==> config.mk <==
export PLATFORM = sky130hd
export DESIGN_NAME = radio_data_request_framer
export DESIGN_NICKNAME = d
export VERILOG_FILES = /design/src/rtl/rdrf_pkg.sv /design/src/rtl/rdrf_front.sv /design/src/rtl/rdrf_queue.sv /design/src/rtl/rdrf_back.sv /design/src/rtl/radio_data_request_framer.sv
export SDC_FILE = /design/constraint.sdc
export NUM_CORES = 1
export LEC_CHECK = 0
export ABC_AREA = 1
export BUFFER_PORTS_ARGS = -buffer_cell sky130_fd_sc_hd__buf_2
export CORE_MARGIN = 2
export CORE_UTILIZATION = 50
export CTS_CLUSTER_SIZE = 14
export DETAILED_ROUTE_END_ITERATION = 7
export PLACE_DENSITY = 0.79
export SLEW_MARGIN = 20
export SYNTH_ARGS = -nofsm -noshare
export SYNTH_HDL_FRONTEND = slang
export SYNTH_HIERARCHICAL = 1
export SYNTH_SLANG_ARGS = --single-unit
==> constraint.sdc <==
create_clock -name clk -period 2.9 [get_ports clk]
set_input_delay 0.435 -clock clk [delete_from_list [all_inputs] [get_ports clk]]
set_output_delay 0.435 -clock clk [all_outputs]
set_load 0.02 [all_outputs]
==> src/rtl/rdrf_pkg.sv <==
package rdrf_pkg;

  // Frame layout
  localparam logic [7:0] LOAD_OVERHEAD = 8'd6;
  localparam logic [7:0] MAX_PAYLOAD   = 8'd249;
  localparam logic [7:0] MIN_PAYLOAD   = 8'd1;
  localparam logic [7:0] FRAME_NUMBER  = 8'h00;

  // Output byte positions within one frame entry
  localparam logic [3:0] STEP_FTYPE   = 4'd0;
  localparam logic [3:0] STEP_FNUM    = 4'd1;
  localparam logic [3:0] STEP_CMD     = 4'd2;
  localparam logic [3:0] STEP_LOADLEN = 4'd3;
  localparam logic [3:0] STEP_ADDR_HI = 4'd4;
  localparam logic [3:0] STEP_ADDR_LO = 4'd5;
  localparam logic [3:0] STEP_ACK     = 4'd6;
  localparam logic [3:0] STEP_HOP     = 4'd7;
  localparam logic [3:0] STEP_ROUTE   = 4'd8;
  localparam logic [3:0] STEP_PLEN    = 4'd9;
  localparam logic [3:0] STEP_DATA    = 4'd10;
  localparam logic [3:0] STEP_SUM     = 4'd11;

  // Register reset values
  localparam logic [7:0]  RST_FRAME_TYPE     = 8'h05;
  localparam logic [7:0]  RST_COMMAND_TYPE   = 8'h01;
  localparam logic [15:0] RST_TARGET_ADDRESS = 16'h0000;
  localparam logic [7:0]  RST_ACK_REQUEST    = 8'h00;
  localparam logic [7:0]  RST_HOP_RADIUS     = 8'h07;
  localparam logic [7:0]  RST_ROUTE_MODE     = 8'h01;

  typedef enum logic [2:0] {
    REG_FRAME_TYPE     = 3'd0,
    REG_COMMAND_TYPE   = 3'd1,
    REG_TARGET_ADDRESS = 3'd2,
    REG_ACK_REQUEST    = 3'd3,
    REG_HOP_RADIUS     = 3'd4,
    REG_ROUTE_MODE     = 3'd5
  } reg_idx_t;

  typedef struct packed {
    logic [7:0]  frame_type;
    logic [7:0]  command_type;
    logic [15:0] target_address;
    logic [7:0]  ack_request;
    logic [7:0]  hop_radius;
    logic [7:0]  route_mode;
  } cfg_t;

  // One classified payload byte, as queued between front and back
  typedef struct packed {
    logic [7:0] data;
    logic [7:0] len;
    logic       first;
    logic       last;
  } item_t;

endpackage

==> src/rtl/rdrf_front.sv <==
module rdrf_front (
  input  logic              clk,
  input  logic              rst_n,
  input  logic              in_valid,
  output logic              in_stall,
  input  logic [7:0]        in_payload_byte,
  input  logic [7:0]        in_payload_length,
  input  logic              q_full,
  output logic              push,
  output rdrf_pkg::item_t   push_item
);

  logic [7:0] bytes_left_r;
  logic [7:0] bytes_left_nxt;
  logic [7:0] len_clamped;
  logic       first;

  assign in_stall = q_full;
  assign push     = in_valid && !q_full;
  assign first    = (bytes_left_r == 8'd0);

  // Clamp the length into the legal range
  always_comb begin
    if (in_payload_length == 8'd0) begin
      len_clamped = rdrf_pkg::MIN_PAYLOAD;
    end else if (in_payload_length > rdrf_pkg::MAX_PAYLOAD) begin
      len_clamped = rdrf_pkg::MAX_PAYLOAD;
    end else begin
      len_clamped = in_payload_length;
    end
  end

  always_comb begin
    push_item.data  = in_payload_byte;
    push_item.len   = len_clamped;
    push_item.first = first;
    push_item.last  = first ? (len_clamped == 8'd1) : (bytes_left_r == 8'd1);
    bytes_left_nxt  = bytes_left_r;
    if (push) begin
      bytes_left_nxt = (first ? len_clamped : bytes_left_r) - 8'd1;
    end
  end

  always_ff @(posedge clk) begin
    if (!rst_n) begin
      bytes_left_r <= 8'd0;
    end else begin
      bytes_left_r <= bytes_left_nxt;
    end
  end

endmodule

==> src/rtl/rdrf_queue.sv <==
module rdrf_queue #(
  parameter int DEPTH = 4
) (
  input  logic            clk,
  input  logic            rst_n,
  input  logic            push,
  input  rdrf_pkg::item_t push_item,
  output logic            full,
  input  logic            pop,
  output logic            head_valid,
  output rdrf_pkg::item_t head_item
);

  localparam int PTR_W = (DEPTH > 1) ? $clog2(DEPTH) : 1;
  localparam int CNT_W = $clog2(DEPTH + 1);

  rdrf_pkg::item_t mem_r [DEPTH];
  logic [PTR_W-1:0] wr_ptr_r;
  logic [PTR_W-1:0] wr_ptr_nxt;
  logic [PTR_W-1:0] rd_ptr_r;
  logic [PTR_W-1:0] rd_ptr_nxt;
  logic [CNT_W-1:0] count_r;
  logic [CNT_W-1:0] count_nxt;

  assign full       = (count_r == CNT_W'(DEPTH));
  assign head_valid = (count_r != '0);
  assign head_item  = mem_r[rd_ptr_r];

  always_comb begin
    wr_ptr_nxt = wr_ptr_r;
    rd_ptr_nxt = rd_ptr_r;
    count_nxt  = count_r;
    if (push) begin
      wr_ptr_nxt = (wr_ptr_r == PTR_W'(DEPTH - 1)) ? '0 : wr_ptr_r + PTR_W'(1);
    end
    if (pop) begin
      rd_ptr_nxt = (rd_ptr_r == PTR_W'(DEPTH - 1)) ? '0 : rd_ptr_r + PTR_W'(1);
    end
    if (push && !pop) begin
      count_nxt = count_r + CNT_W'(1);
    end else if (pop && !push) begin
      count_nxt = count_r - CNT_W'(1);
    end
  end

  always_ff @(posedge clk) begin
    if (push) begin
      mem_r[wr_ptr_r] <= push_item;
    end
  end

  always_ff @(posedge clk) begin
    if (!rst_n) begin
      wr_ptr_r <= '0;
      rd_ptr_r <= '0;
      count_r  <= '0;
    end else begin
      wr_ptr_r <= wr_ptr_nxt;
      rd_ptr_r <= rd_ptr_nxt;
      count_r  <= count_nxt;
    end
  end

endmodule

==> src/rtl/rdrf_back.sv <==
module rdrf_back (
  input  logic            clk,
  input  logic            rst_n,
  input  rdrf_pkg::cfg_t  cfg,
  input  logic            head_valid,
  input  rdrf_pkg::item_t head_item,
  output logic            pop,
  output logic            out_valid,
  input  logic            out_stall,
  output logic [7:0]      out_byte,
  output logic            out_frame_end
);

  logic [3:0] step_r;
  logic [3:0] step_nxt;
  logic [3:0] cur_step;
  logic [7:0] xor_r;
  logic [7:0] xor_nxt;
  logic [7:0] byte_sel;
  logic       advance;
  logic       emit;
  logic       done;
  logic       out_valid_r;
  logic       out_valid_nxt;
  logic [7:0] out_byte_r;
  logic       out_frame_end_r;

  assign advance  = !out_valid_r || !out_stall;
  assign emit     = head_valid && advance;
  // Non-first bytes skip the header and start at the data position
  assign cur_step = (step_r == rdrf_pkg::STEP_FTYPE && !head_item.first) ?
                    rdrf_pkg::STEP_DATA : step_r;
  assign done     = (cur_step == rdrf_pkg::STEP_SUM) ||
                    (cur_step == rdrf_pkg::STEP_DATA && !head_item.last);
  assign pop      = emit && done;

  always_comb begin
    case (cur_step)
      rdrf_pkg::STEP_FTYPE:   byte_sel = cfg.frame_type;
      rdrf_pkg::STEP_FNUM:    byte_sel = rdrf_pkg::FRAME_NUMBER;
      rdrf_pkg::STEP_CMD:     byte_sel = cfg.command_type;
      rdrf_pkg::STEP_LOADLEN: byte_sel = rdrf_pkg::LOAD_OVERHEAD + head_item.len;
      rdrf_pkg::STEP_ADDR_HI: byte_sel = cfg.target_address[15:8];
      rdrf_pkg::STEP_ADDR_LO: byte_sel = cfg.target_address[7:0];
      rdrf_pkg::STEP_ACK:     byte_sel = cfg.ack_request;
      rdrf_pkg::STEP_HOP:     byte_sel = cfg.hop_radius;
      rdrf_pkg::STEP_ROUTE:   byte_sel = cfg.route_mode;
      rdrf_pkg::STEP_PLEN:    byte_sel = head_item.len;
      rdrf_pkg::STEP_DATA:    byte_sel = head_item.data;
      default:                byte_sel = xor_r;
    endcase
  end

  always_comb begin
    step_nxt      = step_r;
    xor_nxt       = xor_r;
    out_valid_nxt = out_valid_r && out_stall;
    if (emit) begin
      out_valid_nxt = 1'b1;
      step_nxt      = done ? rdrf_pkg::STEP_FTYPE : cur_step + 4'd1;
      if (cur_step == rdrf_pkg::STEP_SUM) begin
        xor_nxt = 8'd0;
      end else if (cur_step == rdrf_pkg::STEP_FTYPE) begin
        xor_nxt = byte_sel;
      end else begin
        xor_nxt = xor_r ^ byte_sel;
      end
    end
  end

  always_ff @(posedge clk) begin
    if (emit) begin
      out_byte_r      <= byte_sel;
      out_frame_end_r <= (cur_step == rdrf_pkg::STEP_SUM);
    end
  end

  always_ff @(posedge clk) begin
    if (!rst_n) begin
      step_r      <= rdrf_pkg::STEP_FTYPE;
      xor_r       <= 8'd0;
      out_valid_r <= 1'b0;
    end else begin
      step_r      <= step_nxt;
      xor_r       <= xor_nxt;
      out_valid_r <= out_valid_nxt;
    end
  end

  assign out_valid     = out_valid_r;
  assign out_byte      = out_byte_r;
  assign out_frame_end = out_frame_end_r;

`ifndef SYNTHESIS
  a_step_range: assert property (@(posedge clk) disable iff (!rst_n)
    step_r <= rdrf_pkg::STEP_SUM)
    else $error("sequencer step out of range");

  a_pop_needs_head: assert property (@(posedge clk) disable iff (!rst_n)
    pop |-> head_valid)
    else $error("pop from empty queue");

  a_hold_no_pop: assert property (@(posedge clk) disable iff (!rst_n)
    (out_valid_r && out_stall) |-> !pop && !emit)
    else $error("queue advanced while output register held");

  a_sum_on_last: assert property (@(posedge clk) disable iff (!rst_n)
    (emit && cur_step == rdrf_pkg::STEP_SUM) |-> head_item.last)
    else $error("checksum emitted for a byte that is not last");

  a_mid_entry_head: assert property (@(posedge clk) disable iff (!rst_n)
    (step_r != rdrf_pkg::STEP_FTYPE) |-> head_valid)
    else $error("head entry vanished mid sequence");
`endif

endmodule

==> src/rtl/radio_data_request_framer.sv <==
// Channel   | Handshake                  | Payload
// ----------+----------------------------+------------------------------------
// in        | in_valid / in_stall        | in_payload_byte, in_payload_length
// out       | out_valid / out_stall      | out_byte, out_frame_end
// config    | psel penable pwrite pready | paddr, pwdata, prdata
//
// One payload byte is taken per cycle while the queue has room. A first byte
// of a frame yields 11 output bytes (12 for a one-byte frame), a middle byte 1
// and a last byte 2; the back sequencer emits one byte per cycle while the
// output is not stalled, so the output rate bounds the frame: length + 11 bytes.
// An accepted byte is queued, then its first output byte is registered.
// Reset (rst_n low, synchronous) empties the queue, clears the frame position
// counter and loads the register defaults. Output stall freezes the output
// register; the queue absorbs up to QUEUE_DEPTH bytes before in_stall rises.
module radio_data_request_framer #(
  parameter int QUEUE_DEPTH = 4
) (
  input  logic        clk,
  input  logic        rst_n,
  // input channel
  input  logic        in_valid,
  output logic        in_stall,
  input  logic [7:0]  in_payload_byte,
  input  logic [7:0]  in_payload_length,
  // result channel
  output logic        out_valid,
  input  logic        out_stall,
  output logic [7:0]  out_byte,
  output logic        out_frame_end,
  // configuration port
  input  logic        psel,
  input  logic        penable,
  input  logic        pwrite,
  input  logic [4:0]  paddr,
  input  logic [31:0] pwdata,
  output logic [31:0] prdata,
  output logic        pready
);

  rdrf_pkg::cfg_t  cfg_r;
  rdrf_pkg::cfg_t  cfg_nxt;
  rdrf_pkg::item_t push_item;
  rdrf_pkg::item_t head_item;
  logic            push;
  logic            pop;
  logic            q_full;
  logic            head_valid;
  logic            cfg_wr;
  logic [2:0]      reg_idx;

  // Register file: write on the access phase, ignore addresses past the list
  assign pready  = 1'b1;
  assign cfg_wr  = psel && penable && pwrite;
  assign reg_idx = paddr[4:2];

  always_comb begin
    cfg_nxt = cfg_r;
    if (cfg_wr) begin
      case (reg_idx)
        rdrf_pkg::REG_FRAME_TYPE:     cfg_nxt.frame_type     = pwdata[7:0];
        rdrf_pkg::REG_COMMAND_TYPE:   cfg_nxt.command_type   = pwdata[7:0];
        rdrf_pkg::REG_TARGET_ADDRESS: cfg_nxt.target_address = pwdata[15:0];
        rdrf_pkg::REG_ACK_REQUEST:    cfg_nxt.ack_request    = pwdata[7:0];
        rdrf_pkg::REG_HOP_RADIUS:     cfg_nxt.hop_radius     = pwdata[7:0];
        rdrf_pkg::REG_ROUTE_MODE:     cfg_nxt.route_mode     = pwdata[7:0];
        default:                      cfg_nxt = cfg_r;
      endcase
    end
  end

  always_comb begin
    case (reg_idx)
      rdrf_pkg::REG_FRAME_TYPE:     prdata = {24'd0, cfg_r.frame_type};
      rdrf_pkg::REG_COMMAND_TYPE:   prdata = {24'd0, cfg_r.command_type};
      rdrf_pkg::REG_TARGET_ADDRESS: prdata = {16'd0, cfg_r.target_address};
      rdrf_pkg::REG_ACK_REQUEST:    prdata = {24'd0, cfg_r.ack_request};
      rdrf_pkg::REG_HOP_RADIUS:     prdata = {24'd0, cfg_r.hop_radius};
      rdrf_pkg::REG_ROUTE_MODE:     prdata = {24'd0, cfg_r.route_mode};
      default:                      prdata = 32'd0;
    endcase
  end

  always_ff @(posedge clk) begin
    if (!rst_n) begin
      cfg_r.frame_type     <= rdrf_pkg::RST_FRAME_TYPE;
      cfg_r.command_type   <= rdrf_pkg::RST_COMMAND_TYPE;
      cfg_r.target_address <= rdrf_pkg::RST_TARGET_ADDRESS;
      cfg_r.ack_request    <= rdrf_pkg::RST_ACK_REQUEST;
      cfg_r.hop_radius     <= rdrf_pkg::RST_HOP_RADIUS;
      cfg_r.route_mode     <= rdrf_pkg::RST_ROUTE_MODE;
    end else begin
      cfg_r <= cfg_nxt;
    end
  end

  // Front: clamp length, track frame position, tag first and last bytes
  rdrf_front u_front (
    .clk               (clk),
    .rst_n             (rst_n),
    .in_valid          (in_valid),
    .in_stall          (in_stall),
    .in_payload_byte   (in_payload_byte),
    .in_payload_length (in_payload_length),
    .q_full            (q_full),
    .push              (push),
    .push_item         (push_item)
  );

  // Queue: decouple the front (one byte per cycle while not full) from the header bursts
  rdrf_queue #(
    .DEPTH (QUEUE_DEPTH)
  ) u_queue (
    .clk        (clk),
    .rst_n      (rst_n),
    .push       (push),
    .push_item  (push_item),
    .full       (q_full),
    .pop        (pop),
    .head_valid (head_valid),
    .head_item  (head_item)
  );

  // Back: expand each tagged byte into header, data and checksum bytes
  rdrf_back u_back (
    .clk           (clk),
    .rst_n         (rst_n),
    .cfg           (cfg_r),
    .head_valid    (head_valid),
    .head_item     (head_item),
    .pop           (pop),
    .out_valid     (out_valid),
    .out_stall     (out_stall),
    .out_byte      (out_byte),
    .out_frame_end (out_frame_end)
  );

endmodule
==> key figures <==
Die
  – Core box area: 17,400 um^2
  – Die ar.: 18,900 um^2
  – IO Count: 104
  – Die width: 137 um
  – Starting Density: 51.3%
  – Chip height: around 140 um
  – Row Count: 48

Worst setup path
  – Worst r2r dst: u_queue/count_r[1]
  – Startpoint types: flip-flop
  – CP Max Fanout: 8
  – R2R setup slack: 180 ps
  – Worst EP required: 3240 ps
  – Worst EP arrival: 3060 ps
  – R2R cell count: 16
  – CP Class: reg2reg
  – CP Capture Type: flip-flop

Synth
  – Distinct cells, synth: 42
  – Largest family of logic cells by synthesized area: simple AND/OR/NAND/NOR gates
  – Cell area after synthesis: 8900 um^2
  – Mux contribution to synthesized area: 0%
  – XOR/XNOR Fraction of Synth Area: 0.197%
  – Number of synthesized flops with an enable pin: 81
  – Synth Register Bits: 167
  – Synth Instances: ~1.2k
  – FFs w/ async S/R, synth: 0%
  – Synth Area in Adders: 1.49%
  – Syn avg cell area: 7.58 um^2
  – Sequential-to-total area share from yosys stat: a little under half
  – Compound-gate portion of the synthesized area: 7.27%
  – Ys flop type: dfxtp_1
  – Post-synthesis share of cell area spent on and, or, nand and nor gates: 33.0%
  – Warnings, synthesis: 6

Detailed routing
  – DR vias/cell: approximately 5.3
  – Routed wire length: 21.8 mm
  – DR DRC count: 0
  – Antenna-violating nets left: 0
  – Average wire per standard cell: around 15 um
  – TritonRoute pass-1 iters: 6
  – Iteration-0 DRC Markers: 837
  – Vias: 7,707

Pwr
  – Sw Share: between 30% and 40%
  – Internal: around 5.4 mW
  – Total power: a little under 9 mW
  – Seq pwr share: between 30% and 40%
  – Clk network pwr share: approximately 28%
  – Leakage power: 4.53 nW
  – Psw: 3.44 mW
  – Worst VDD drop: 0.525 mV
  – PD cells: ~900 nW/um^2
  – Comb power frac: 37.2%

Clocking
  – Clock Latency Late Sink: 440 ps
  – TritonCTS Buffers: 17
  – Clock Pin Slew Worst Setup and Hold Paths: 70 ps
  – CTS tree: built
  – H-tree Lvls: 4
  – Root buf cell: clkbuf_16
  – Clock sinks: 167
  – Clock buffer depth: 2

Layout
  – Ant diodes: 0
  – Fin nets: around 1.3k
  – Fraction of layout cells with a size suffix above 1: around 14%
  – P&R area growth vs syn: 10.8%

STA
  – Skew final: between 10 and 15 ps
  – Endpoints failing hold: 0
  – Final cycle utilization of the critical path: 93.7%
  – Slew HR: 45.4%
  – Setup ws final: 183 ps
  – Min Tclk post-route: around 2700 ps
  – Max frequency: 368 MHz
  – RSZ-0062 raised after global routing: true
  – Max Slew Vio Count: 0
  – Setup violators final: 0
  – Worst-Margin Slew: 818 ps

Placement
  – Routability-driven placement congestion ratio: 0.938
  – DP HPWL: 15.0 mm
  – I/O Buffers: 68
  – Place WS: 157 ps

Global route
  – Total GRT Usage: 23.7%
  – Initial antenna violation count: 0
  – GRT overflow: 0
  – First-pass GRT wire length: roughly 34 mm
  – Number of global-route vias before repair: between 6k and 7k
  – Largest net degree at the start of global routing: 52

Worst hold path
  – Worst hold path class: in2reg
  – Worst Hold Path EP: u_queue/mem_r[1][13]
  – Hold path depth: 1
  – Worst Min Path Start: in_payload_byte[3]

Flow run
  – Max_cap viols: 0

Status
  – Status: complete, no violations
==> sequential cells by signal (all words and copies together), names as in the netlist, 2 cells and up, named ones only <==
register              cells
u_front/bytes_left_r      8
u_back/out_byte           8
u_queue/wr_ptr_r          2
u_queue/count_r           3
u_back/step_r             4
u_queue/mem_r            72
u_queue/rd_ptr_r          2
cfg_r                    56
u_back/xor_r              8
==> layout by cell type, fill, tap and decap left out, drive strengths merged, types with 2 or more instances in the layout <==
| cell | n |
|---|---|
| nand2 | 287 |
| nor2 | 238 |
| inv | 139 |
| nand3 | 109 |
| dfxtp | 86 |
| buf | 84 |
| edfxtp | 81 |
| o21ai | 48 |
| a21oi | 40 |
| nand4 | 23 |
| o22ai | 18 |
| conb | 17 |
| clkbuf | 17 |
| ha | 9 |
| or2 | 7 |
| clkinv | 7 |
| nor3 | 6 |
| o211ai | 4 |
| bufinv | 3 |
| nand3b | 2 |
| xor2 | 2 |
| o21bai | 2 |
==> final cells by class <==
cell class | count | area, um^2
Fill cell | 1520 | 7490
Sequential cell | 167 | 4160
Multi-Input combinational cell | 817 | 3800
Inverter | 134 | 513
Timing Repair Buffer | 84 | 472
Clock buffer | 17 | 425
Tap cell | 225 | 282
Clock inverter | 15 | 215
==> metrics by stage <==
| stage | instance area [um^2] | hold slack, ps | instances | setup TNS (ps) | util, % |
|---|---|---|---|---|---|
| after global routing | 9860 | 197 | 1459 | -20.2 | 56.8 |
| final | 9860 | 201 | 1459 | 0 | 56.8 |
| after CTS | 9850 | 196 | 1459 | 0 | 56.7 |
| after floorplan | 8960 | 450 | 1189 | 0 | - |
| after detailed placement | 9210 | 468 | 1427 | 0 | 53.0 |
| after global placement | 9210 | 460 | 1427 | 0 | 53.0 |
==> synth_stat cells, types with 14 or more instances <==
cell,count,area share [%]
a21oi_1,35,2.0
buf_4,34,2.9
clkbuf_1,15,0.63
dfxtp_1,86,19
edfxtp_1,81,27
inv_1,124,5.2
nand2_1,279,12
nand3_1,102,5.7
nand4_1,23,1.6
nor2_1,215,9.1
nor2_2,14,0.98
o21ai_0,33,1.9
o21ai_1,15,0.84
o22ai_1,18,1.3
==> cell families (layout without fill, tap and decap cells) <==
kind of cell	count (synthesis)	after routing
fa+ha+maj	10	10
flops	167	167
other cells	2	17
xor+xnor	2	2
simple gates	672	672
buf+inv	205	250
compound gates	116	116
==> what timing repair did <==
action,in CTS,in global routing
setup endpoints to repair,0,10
setup buffers,0,0
hold buffers,0,0
gates resized for setup,0,7
==> power groups by stage <==
stage | Clock (mW) | Sequential [mW] | Combinational [mW]
after floorplan | 0 | 3.17 | 2.46
after global placement | 0 | 3.12 | 3.12
after detailed placement | 0 | 3.13 | 3.21
after CTS | 2.46 | 3.08 | 3.23
after global routing | 2.56 | 3.13 | 3.69
final | 2.44 | 3.09 | 3.27
==> worst max path at each step <==
| stage | startpoint | to | slack (ps) | cells after the start |
|---|---|---|---|---|
| finish | flip-flop | u_queue/count_r[1] | 180 | 16 |
| global route | flip-flop | u_queue/count_r[1] | -20 | 16 |
| CTS | flip-flop | u_back/xor_r[7] | 100 | 15 |
| detailed placement | flip-flop | u_queue/count_r[1] | 160 | 18 |
| global placement | flip-flop | u_queue/count_r[1] | 200 | 16 |
| floorplan | flip-flop | u_queue/count_r[1] | 190 | 18 |
==> metal layers <==
metal	vias up	share of wire (%)	global-route usage (%)
met5	-	0	0
met3	42	8.6	5.37
met1	3513	43	33.2
met4	0	2.3	7.90
met2	320	46	36.5
li1	3832	-	-
==> worst max-delay path, cell delays in order (launching register included) <==
cell and delay [ps]:
dfxtp_4 400, inv_8 40, o21ai_1 110, o22ai_1 100, nor2_1 180, a21oi_1 120
nor2_2 280, nand2_1 120, nand2_1 100, inv_1 40, nor2_1 110, inv_1 100
ha_1 210, inv_1 90, fa_1 400, o21ai_0 170, nor2_1 50
No activity file was read; power rests on OpenSTA's default activity.
